[config.mk]
export PLATFORM = sky130hd
export DESIGN_NAME = float_level_pump_controller
export DESIGN_NICKNAME = d
export VERILOG_FILES = /design/src/hw/rtl/flpc_pkg.sv /design/src/hw/rtl/float_level_pump_controller.sv /design/src/hw/rtl/flpc_calc.sv /design/src/hw/rtl/flpc_core.sv
export SDC_FILE = /design/constraint.sdc
export NUM_CORES = 2
export LEC_CHECK = 0
export BUFFER_PORTS_ARGS = -buffer_cell sky130_fd_sc_hd__buf_2
export CAP_MARGIN = 10
export CORE_MARGIN = 1.5
export CORE_UTILIZATION = 53
export CTS_BUF_LIST = sky130_fd_sc_hd__clkbuf_4 sky130_fd_sc_hd__clkbuf_8
export DETAILED_ROUTE_END_ITERATION = 16
export PLACE_DENSITY = 0.69
export SLEW_MARGIN = 20
export SYNTH_ARGS = -nofsm -noshare
export SYNTH_HDL_FRONTEND = slang
export SYNTH_HIERARCHICAL = 1
export SYNTH_SLANG_ARGS = --single-unit
[constraint.sdc]
create_clock -name clk -period 8.42 [get_ports clk]
set_clock_uncertainty 0.15 [all_clocks]
set_input_delay 1.684 -clock clk [delete_from_list [all_inputs] [get_ports clk]]
set_output_delay 1.684 -clock clk [all_outputs]
set_load 0.01 [all_outputs]
[src/hw/rtl/flpc_pkg.sv]
// shared types, constants and helpers for the float level pump controller
package flpc_pkg;

  localparam logic [1:0] LEVEL_UNKNOWN = 2'd0;
  localparam logic [1:0] LEVEL_FULL    = 2'd1;
  localparam logic [1:0] LEVEL_EMPTY   = 2'd2;

  localparam logic [2:0] REG_STOP_COUNT  = 3'd0;
  localparam logic [2:0] REG_START_COUNT = 3'd1;
  localparam logic [2:0] REG_RUN_PCT     = 3'd2;
  localparam logic [2:0] REG_BOOST_PCT   = 3'd3;
  localparam logic [2:0] REG_BOOST_TICKS = 3'd4;
  localparam logic [2:0] REG_PWM_TOP     = 3'd5;

  localparam logic [7:0]  RST_STOP_COUNT  = 8'd20;
  localparam logic [7:0]  RST_START_COUNT = 8'd60;
  localparam logic [6:0]  RST_RUN_PCT     = 7'd40;
  localparam logic [6:0]  RST_BOOST_PCT   = 7'd60;
  localparam logic [15:0] RST_BOOST_TICKS = 16'd80;
  localparam logic [15:0] RST_PWM_TOP     = 16'd249;

  localparam logic [6:0] PERCENT_MAX = 7'd100;
  localparam logic [7:0] DIVISOR     = 8'd100;
  localparam int         PROD_W      = 23;
  localparam int         QUO_W       = 17;
  localparam int         RECIP_W     = 24;
  localparam int         SCALED_W    = PROD_W + RECIP_W;
  // ceil(2^30 / 100), exact floor divide by 100 for any product below 2^23
  localparam logic [RECIP_W-1:0] RECIP_100   = 24'd10737419;
  localparam int                 RECIP_SHIFT = 30;
  localparam logic [1:0]         CALC_CYCLES = 2'd3;

  typedef struct packed {
    logic [7:0]  stop_count;
    logic [7:0]  start_count;
    logic [6:0]  run_pct;
    logic [6:0]  boost_pct;
    logic [15:0] boost_ticks;
    logic [15:0] pwm_top;
  } cfg_t;

  typedef struct packed {
    logic        seeding;
    logic        boosting;
    logic        pump_on;
    logic [1:0]  level_state;
    logic [15:0] duty;
  } result_t;

  function automatic logic [7:0] count_up(input logic [7:0] c, input logic [7:0] limit);
    logic [7:0] n;
    n = (c != 8'hFF) ? c + 8'd1 : 8'hFF;
    return (n > limit) ? limit : n;
  endfunction

endpackage

[src/hw/rtl/float_level_pump_controller.sv]
// an accepted item is held in the input register, its result in the output register
// throughput: one item per cycle unless stalled; an item enters while a result waits
// compare values come from a 3-stage multiply and reciprocal divide pipeline;
// after reset and after every config write no item is taken until the busy count is zero
// reset: synchronous active-low rst_n clears control state and loads register defaults
module float_level_pump_controller
  import flpc_pkg::*;
(
  input  logic        clk,
  input  logic        rst_n,
  input  logic        in_tvalid,
  output logic        in_tready,
  input  logic [7:0]  in_tdata,   // [0] switch_wet, [7:1] zero
  output logic        out_tvalid,
  input  logic        out_tready,
  output logic [23:0] out_tdata,  // [15:0] duty, [17:16] level_state, [18] pump_on,
                                  // [19] boosting, [20] seeding, [23:21] zero
  input  logic        cfg_valid,
  output logic        cfg_ready,
  input  logic [2:0]  cfg_index,
  input  logic [15:0] cfg_data
);

  cfg_t        cfg_r;
  logic        in_valid_r;
  logic        in_water_r;
  logic        out_valid_r;
  result_t     out_res_r;

  logic        cfg_wr;
  logic        calc_done;
  logic        calc_ready;
  logic        advance;
  logic [15:0] run_cmp;
  logic [15:0] boost_cmp;
  result_t     res;

  assign cfg_ready  = 1'b1;
  assign cfg_wr     = cfg_valid;
  assign calc_ready = calc_done && !cfg_wr;
  assign advance    = in_valid_r && calc_ready && (!out_valid_r || out_tready);
  assign in_tready  = calc_ready && (!in_valid_r || advance);

  always_ff @(posedge clk) begin
    if (!rst_n) begin
      cfg_r.stop_count  <= RST_STOP_COUNT;
      cfg_r.start_count <= RST_START_COUNT;
      cfg_r.run_pct     <= RST_RUN_PCT;
      cfg_r.boost_pct   <= RST_BOOST_PCT;
      cfg_r.boost_ticks <= RST_BOOST_TICKS;
      cfg_r.pwm_top     <= RST_PWM_TOP;
    end else if (cfg_wr) begin
      case (cfg_index)
        REG_STOP_COUNT:  cfg_r.stop_count  <= cfg_data[7:0];
        REG_START_COUNT: cfg_r.start_count <= cfg_data[7:0];
        REG_RUN_PCT:     cfg_r.run_pct     <= cfg_data[6:0];
        REG_BOOST_PCT:   cfg_r.boost_pct   <= cfg_data[6:0];
        REG_BOOST_TICKS: cfg_r.boost_ticks <= cfg_data;
        REG_PWM_TOP:     cfg_r.pwm_top     <= cfg_data;
        default: begin
        end
      endcase
    end
  end

  always_ff @(posedge clk) begin
    if (!rst_n) begin
      in_valid_r  <= 1'b0;
      out_valid_r <= 1'b0;
    end else begin
      if (in_tvalid && in_tready) begin
        in_valid_r <= 1'b1;
      end else if (advance) begin
        in_valid_r <= 1'b0;
      end
      if (advance) begin
        out_valid_r <= 1'b1;
      end else if (out_tready) begin
        out_valid_r <= 1'b0;
      end
    end
  end

  always_ff @(posedge clk) begin
    if (in_tvalid && in_tready) begin
      in_water_r <= in_tdata[0];
    end
    if (advance) begin
      out_res_r <= res;
    end
  end

  flpc_calc u_calc (
    .clk       (clk),
    .rst_n     (rst_n),
    .start     (cfg_wr),
    .cfg       (cfg_r),
    .done      (calc_done),
    .run_cmp   (run_cmp),
    .boost_cmp (boost_cmp)
  );

  flpc_core u_core (
    .clk        (clk),
    .rst_n      (rst_n),
    .step       (advance),
    .water      (in_water_r),
    .cfg        (cfg_r),
    .seed_load  (cfg_wr && (cfg_index == REG_START_COUNT)),
    .seed_value (cfg_data[7:0]),
    .run_cmp    (run_cmp),
    .boost_cmp  (boost_cmp),
    .res        (res)
  );

  assign out_tvalid = out_valid_r;
  assign out_tdata  = {3'b000, out_res_r};

endmodule

[src/hw/rtl/flpc_calc.sv]
// percent to compare value conversion: multiply, reciprocal divide by 100, minus one, clamp
module flpc_calc
  import flpc_pkg::*;
(
  input  logic        clk,
  input  logic        rst_n,
  input  logic        start,
  input  cfg_t        cfg,
  output logic        done,
  output logic [15:0] run_cmp,
  output logic [15:0] boost_cmp
);

  logic [1:0]         busy_r, busy_nxt;
  logic [PROD_W-1:0]  run_prod_r, run_prod_nxt;
  logic [PROD_W-1:0]  boost_prod_r, boost_prod_nxt;
  logic [QUO_W-1:0]   run_quo_r, run_quo_nxt;
  logic [QUO_W-1:0]   boost_quo_r, boost_quo_nxt;
  logic [15:0]        run_cmp_r, run_cmp_nxt;
  logic [15:0]        boost_cmp_r, boost_cmp_nxt;

  logic [6:0]          run_pct_c;
  logic [6:0]          boost_pct_c;
  logic [16:0]         top_inc;
  logic [SCALED_W-1:0] run_scaled;
  logic [SCALED_W-1:0] boost_scaled;
  logic [QUO_W-1:0]    run_dec;
  logic [QUO_W-1:0]    boost_dec;

  always_comb begin
    run_pct_c   = (cfg.run_pct > PERCENT_MAX) ? PERCENT_MAX : cfg.run_pct;
    boost_pct_c = (cfg.boost_pct > PERCENT_MAX) ? PERCENT_MAX : cfg.boost_pct;
    top_inc     = {1'b0, cfg.pwm_top} + 17'd1;

    // stage 1: percent times period
    run_prod_nxt   = PROD_W'(run_pct_c) * PROD_W'(top_inc);
    boost_prod_nxt = PROD_W'(boost_pct_c) * PROD_W'(top_inc);

    // stage 2: divide by 100
    run_scaled    = SCALED_W'(run_prod_r) * SCALED_W'(RECIP_100);
    boost_scaled  = SCALED_W'(boost_prod_r) * SCALED_W'(RECIP_100);
    run_quo_nxt   = QUO_W'(run_scaled >> RECIP_SHIFT);
    boost_quo_nxt = QUO_W'(boost_scaled >> RECIP_SHIFT);

    // stage 3: minus one when nonzero, clamp to top
    run_dec       = (run_quo_r != '0) ? run_quo_r - QUO_W'(1) : run_quo_r;
    boost_dec     = (boost_quo_r != '0) ? boost_quo_r - QUO_W'(1) : boost_quo_r;
    run_cmp_nxt   = (run_dec > QUO_W'(cfg.pwm_top)) ? cfg.pwm_top : run_dec[15:0];
    boost_cmp_nxt = (boost_dec > QUO_W'(cfg.pwm_top)) ? cfg.pwm_top : boost_dec[15:0];

    busy_nxt = (busy_r != '0) ? busy_r - 2'd1 : busy_r;
    if (start) begin
      busy_nxt = CALC_CYCLES;
    end
  end

  always_ff @(posedge clk) begin
    if (!rst_n) begin
      busy_r <= CALC_CYCLES;
    end else begin
      busy_r <= busy_nxt;
    end
  end

  always_ff @(posedge clk) begin
    run_prod_r   <= run_prod_nxt;
    boost_prod_r <= boost_prod_nxt;
    run_quo_r    <= run_quo_nxt;
    boost_quo_r  <= boost_quo_nxt;
    run_cmp_r    <= run_cmp_nxt;
    boost_cmp_r  <= boost_cmp_nxt;
  end

  assign done      = (busy_r == '0);
  assign run_cmp   = run_cmp_r;
  assign boost_cmp = boost_cmp_r;

endmodule

[src/hw/rtl/flpc_core.sv]
// debounce, seeding, pump and soft-start state update for one sample
module flpc_core
  import flpc_pkg::*;
(
  input  logic        clk,
  input  logic        rst_n,
  input  logic        step,
  input  logic        water,
  input  cfg_t        cfg,
  input  logic        seed_load,
  input  logic [7:0]  seed_value,
  input  logic [15:0] run_cmp,
  input  logic [15:0] boost_cmp,
  output result_t     res
);

  logic [7:0]  water_run_r, water_run_nxt;
  logic [7:0]  empty_run_r, empty_run_nxt;
  logic [1:0]  level_r, level_nxt;
  logic        pump_r, pump_nxt;
  logic [15:0] boost_left_r, boost_left_nxt;
  logic [7:0]  seed_left_r, seed_left_nxt;
  logic [15:0] cmp_r, cmp_nxt;
  logic        seed_tick;

  logic [7:0]  db_wr;
  logic [7:0]  db_er;
  logic [1:0]  db_lvl;

  always_comb begin
    if (water) begin
      db_wr = count_up(water_run_r, cfg.start_count);
      db_er = '0;
    end else begin
      db_er = count_up(empty_run_r, cfg.stop_count);
      db_wr = '0;
    end
    db_lvl = level_r;
    if (db_wr >= cfg.start_count) begin
      db_lvl = LEVEL_FULL;
    end
    if (db_er >= cfg.stop_count) begin
      db_lvl = LEVEL_EMPTY;
    end
  end

  always_comb begin
    water_run_nxt  = water_run_r;
    empty_run_nxt  = empty_run_r;
    level_nxt      = level_r;
    pump_nxt       = pump_r;
    boost_left_nxt = boost_left_r;
    seed_left_nxt  = seed_left_r;
    cmp_nxt        = cmp_r;
    seed_tick      = 1'b0;
    if (boost_left_r != '0) begin
      boost_left_nxt = boost_left_r - 16'd1;
      if (boost_left_r == 16'd1) begin
        cmp_nxt = run_cmp;
      end
    end else if (seed_left_r != '0) begin
      water_run_nxt = db_wr;
      empty_run_nxt = db_er;
      level_nxt     = db_lvl;
      seed_left_nxt = seed_left_r - 8'd1;
      seed_tick     = 1'b1;
    end else begin
      water_run_nxt = db_wr;
      empty_run_nxt = db_er;
      level_nxt     = db_lvl;
      if (db_lvl == LEVEL_EMPTY) begin
        if (pump_r) begin
          pump_nxt = 1'b0;
          cmp_nxt  = '0;
        end
      end else if (db_lvl == LEVEL_FULL) begin
        if (!pump_r) begin
          pump_nxt       = 1'b1;
          boost_left_nxt = cfg.boost_ticks;
          cmp_nxt        = (cfg.boost_ticks != '0) ? boost_cmp : run_cmp;
        end
      end
    end
  end

  always_ff @(posedge clk) begin
    if (!rst_n) begin
      water_run_r  <= '0;
      empty_run_r  <= '0;
      level_r      <= LEVEL_UNKNOWN;
      pump_r       <= 1'b0;
      boost_left_r <= '0;
      seed_left_r  <= RST_START_COUNT;
      cmp_r        <= '0;
    end else begin
      if (step) begin
        water_run_r  <= water_run_nxt;
        empty_run_r  <= empty_run_nxt;
        level_r      <= level_nxt;
        pump_r       <= pump_nxt;
        boost_left_r <= boost_left_nxt;
        seed_left_r  <= seed_left_nxt;
        cmp_r        <= cmp_nxt;
      end
      // reload seed count on a start_count write while seeding
      if (seed_load && (seed_left_r != '0)) begin
        seed_left_r <= seed_value;
      end
    end
  end

  always_comb begin
    res.duty        = cmp_nxt;
    res.level_state = level_nxt;
    res.pump_on     = pump_nxt;
    res.boosting    = (boost_left_nxt != '0);
    res.seeding     = seed_tick;
  end

endmodule

==> key figures <==
Setup path
  – Critical Path Source: u_calc/run_prod_r[6]
  – R2R cell count: 24
  – Slowest CP cell: dfxtp_1
  – Reg-to-reg slack, setup: 1.17 ns
  – Crit-path cells: inv_1 -> fa_1 -> inv_1 -> fa_1 -> inv_1 -> fa_1 -> fa_1 -> inv_1 -> fa_1 -> fa_1 -> inv_1 -> fa_1 -> inv_1 -> ha_1 -> nand4_1 -> and3b_1 -> a21oi_1 -> o2111ai_1 -> nand2_1 -> o21ai_1 -> or2_2 -> a221o_1 -> a21oi_1 -> xnor2_1
  – Worst EP arrival: 7.65 ns
  – Critical path class: register to register
  – Reg-to-Reg Start: u_calc/run_prod_r[6]
  – RR Endpoint: u_calc/run_quo_r[11]
  – Buffers and inverters on the worst path: 6
  – Max incr delay on CP: 0.57 ns
  – Worst Setup End Kind: register
  – Crit path max-delay family: adder cells
  – Crit start category: register
  – Worst endpoint required time: 8.83 ns
  – CP most frequent cell: fa_1
  – CP max FO: 7

Min path
  – Min-delay src: u_core/cmp_r[14]
  – Endpoint, Worst Hold: u_core/cmp_r[14]
  – Hold path depth: 2
  – Worst Hold Class: register to register

Clocking
  – CTS tree: built
  – CTS resizes: 0
  – Setup Buffers After CTS: 0
  – Clock transition at the registers of the reported paths: 0.06 ns
  – Post-CTS Hold Buffers: 0
  – Cts bufs inserted: 45
  – Clk root buf: clkbuf_8
  – Max clock buf depth: 3
  – Clock latency on the worst-skew pair: 0.63 ns
  – # H-tree levels: 2
  – Sink Count: 259

Global route
  – GR Util All Layers: 25.1%
  – Initial antenna violation count: 0
  – Grt ovf: 0
  – Pin count of the biggest net entering global routing: 77
  – First-pass GRT wire length: 141000 microns
  – Vias in the first global route: 26771

Layout
  – Fin util: 57.1%
  – Register area: 5410 sq um
  – Layout net count: 5148
  – Ant diodes: 0
  – Multi-input gate area: 28200 sq um
  – P&R area growth vs syn: 6.19%
  – Share of post-route cells with drive strength above 1: 6.04%
  – Fillers: 6220
  – Finished Cell Area: 39400 sq um

Die
  – Rows: 96
  – Die Y: 267 microns
  – Initial core utilization: 53.8%
  – Die W: 267 microns
  – CORE AREA: 68900 sq um
  – Die footprint: 71500 sq um
  – # IOs: 59

Route
  – Drt pass-1 iters: 7
  – DRC Markers: 0
  – Iteration-0 DRC count of the detailed router: 1564
  – DR vias/cell: 5.38
  – Routed WL per cell: 17.6 microns
  – Via Count: 26378
  – Final wirelength: 86100 microns
  – Remaining antenna violation count: 0

Placement
  – Worst slack, placed: 1.19 ns
  – Gpl congestion: 0.952
  – Dpl cell area: 38300 sq um
  – DP HPWL: 72500 microns
  – IO Port Bufs: 47

Synthesis
  – Post-synth EDFFs: 22
  – Synth Cell Area: 37100 sq um
  – Sequential-to-total area share from yosys stat: 14.6%
  – Seq cells post-synth: 259
  – FFs w/ async S/R, synth: 0%
  – Cell variety after synth: 83
  – Post-Syn Area per Cell: 9.48 sq um
  – Cell taking the most area after synthesis: fa_1
  – Top-area cell type share of the netlist area: 28.9%
  – Post-synth top flop: dfxtp_1
  – Cells after Synth: 3910
  – Synth warn: 6
  – Synth top area cells: fa_1 (29%), ha_1 (22%), dfxtp_1 (13%)

STA
  – Worst Max-Slew Pin Slew: 1.12 ns
  – Final min period: 7.25 ns
  – Setup violations, final: 0
  – Final Max Tran Viols: 0
  – Post-route setup TNS: 0 ns
  – Fmax: 138 MHz
  – Setup ws final: 1.17 ns
  – RSZ-0062 raised after global routing: no
  – Final Cycle Share: 86.1%
  – Slew HR: 25.2%
  – Final hold violations: 0

Job
  – Max_cap viols: 0

Run status
  – Status: finished, final reports clean
[metal layers]
layer / wire (microns) / vias up / track usage, %
li1: - / 12750 / -
met1: 39500 / 12940 / 34.9
met2: 39400 / 573 / 40.1
met3: 5440 / 115 / 5.29
met4: 1720 / 0 / 5.73
met5: 0 / - / 0
[flip-flops by register name, indices dropped and copies added (netlist names)]
signal	count
u_calc/boost_cmp	16
u_calc/busy_r	2
in_water_r	1
u_calc/boost_quo_r	17
out_tvalid	1
u_core/level_r	2
u_core/boost_left_r	16
out_tdata	21
u_calc/run_prod_r	23
u_core/empty_run_r	8
u_calc/run_quo_r	17
cfg_r	62
u_core/pump_r	1
u_core/water_run_r	8
u_core/cmp_r	16
in_valid_r	1
u_calc/boost_prod_r	23
u_calc/run_cmp	16
u_core/seed_left_r	8
[worst register-to-register path, stage by stage, from the launching register on]
cell and delay [ns]:
dfxtp_1 0.57, inv_1 0.16, fa_1 0.52, inv_1 0.09
fa_1 0.51, inv_1 0.05, fa_1 0.48, fa_1 0.52
inv_1 0.06, fa_1 0.52, fa_1 0.52, inv_1 0.06
fa_1 0.48, inv_1 0.05, ha_1 0.31, nand4_1 0.15
and3b_1 0.20, a21oi_1 0.19, o2111ai_1 0.28, nand2_1 0.14
o21ai_1 0.17, or2_2 0.35, a221o_1 0.36, a21oi_1 0.19
xnor2_1 0.13
[Yosys cell counts (17+ instances only)]
| library cell | instances |
|---|---|
| mux2_2 | 32 |
| clkbuf_1 | 70 |
| nand3_1 | 94 |
| xor2_1 | 44 |
| a21oi_1 | 112 |
| nand4_1 | 24 |
| a211oi_1 | 22 |
| and3_1 | 30 |
| o21ai_0 | 96 |
| fa_1 | 536 |
| xnor2_1 | 98 |
| nand2_1 | 258 |
| and2_1 | 28 |
| dfxtp_1 | 237 |
| ha_1 | 639 |
| nor2b_1 | 56 |
| nor3_1 | 41 |
| edfxtp_1 | 22 |
| mux2i_1 | 48 |
| nor4_1 | 18 |
| nor2_1 | 207 |
| nand2b_1 | 30 |
| o21a_1 | 21 |
| o2bb2ai_1 | 17 |
| a21o_1 | 69 |
| inv_1 | 815 |
| or2_2 | 25 |
| a31oi_1 | 18 |
[worst max-delay path by stage]
stage,end,slack [ns],cells after the start
floorplan,u_calc/run_quo_r[11],1.94,24
global placement,u_calc/run_quo_r[11],1.23,24
detailed placement,u_calc/run_quo_r[11],1.19,24
CTS,u_calc/run_quo_r[11],1.14,24
global route,u_calc/run_prod_r[21],0.68,22
finish,u_calc/run_quo_r[11],1.17,24
[layout by cell type (no fill, tap or decap), types with 9 or more instances in the layout]
| master | synthesis | layout |
|---|---|---|
| or2_2 | 25 | 25 |
| buf_4 | 6 | 28 |
| clkbuf_8 | 0 | 53 |
| a211oi_1 | 22 | 22 |
| o21ai_1 | 9 | 9 |
| or3_1 | 9 | 9 |
| inv_1 | 815 | 815 |
| and3_1 | 30 | 30 |
| mux2i_1 | 48 | 48 |
| nor2_1 | 207 | 206 |
| nand2_1 | 258 | 258 |
| a31oi_1 | 18 | 18 |
| o211ai_1 | 11 | 11 |
| nand4_1 | 24 | 24 |
| nor3_1 | 41 | 41 |
| a32oi_1 | 12 | 12 |
| o2bb2ai_1 | 17 | 17 |
| edfxtp_1 | 22 | 22 |
| dfxtp_1 | 237 | 237 |
| buf_2 | 9 | 46 |
| a21oi_1 | 112 | 112 |
| nor4_1 | 18 | 18 |
| and2_1 | 28 | 28 |
| nor2b_1 | 56 | 56 |
| nand2b_1 | 30 | 30 |
| o32ai_1 | 12 | 12 |
| a21o_1 | 69 | 69 |
| nand3_1 | 94 | 94 |
| o21ai_0 | 96 | 96 |
| o21a_1 | 21 | 21 |
| mux2_2 | 32 | 32 |
| fa_1 | 536 | 536 |
| xor2_1 | 44 | 44 |
| ha_1 | 639 | 639 |
| xnor2_1 | 98 | 97 |
| clkbuf_4 | 0 | 11 |
[cell families after synthesis]
family / after synthesis / share of synthesized area (%)
xor gates and xnor gates: 142 / 3.35
and+or+nand+nor: 867 / 11.5
adders and majority gates: 1175 / 50.5
muxes: 80 / 2.27
buffers and inverters: 908 / 9.31
AOI/OAI and AO/OA: 477 / 8.47
other: 2 / 0.0203
DFF: 259 / 14.6
[through the flow]
step | cells | hold slack, ns
CTS | 4905 | 0.322
detailed placement | 4825 | 0.314
global placement | 4825 | 0.307
global route | 4905 | 0.351
floorplan | 3912 | 0.292
finish | 4905 | 0.324
[cell type report]
type	instances	share of cell area (%)
Timing Repair Buffer	74	1.12
Multi-Input combinational cell	2745	71.7
Sequential cell	259	13.7
Clock buffer	64	2.06
Tap cell	931	2.96
Inverter	816	7.78
Clock inverter	16	0.610
Power is not shown: default switching activity piles up to over one toggle a cycle in this logic, so the estimate is an artifact.
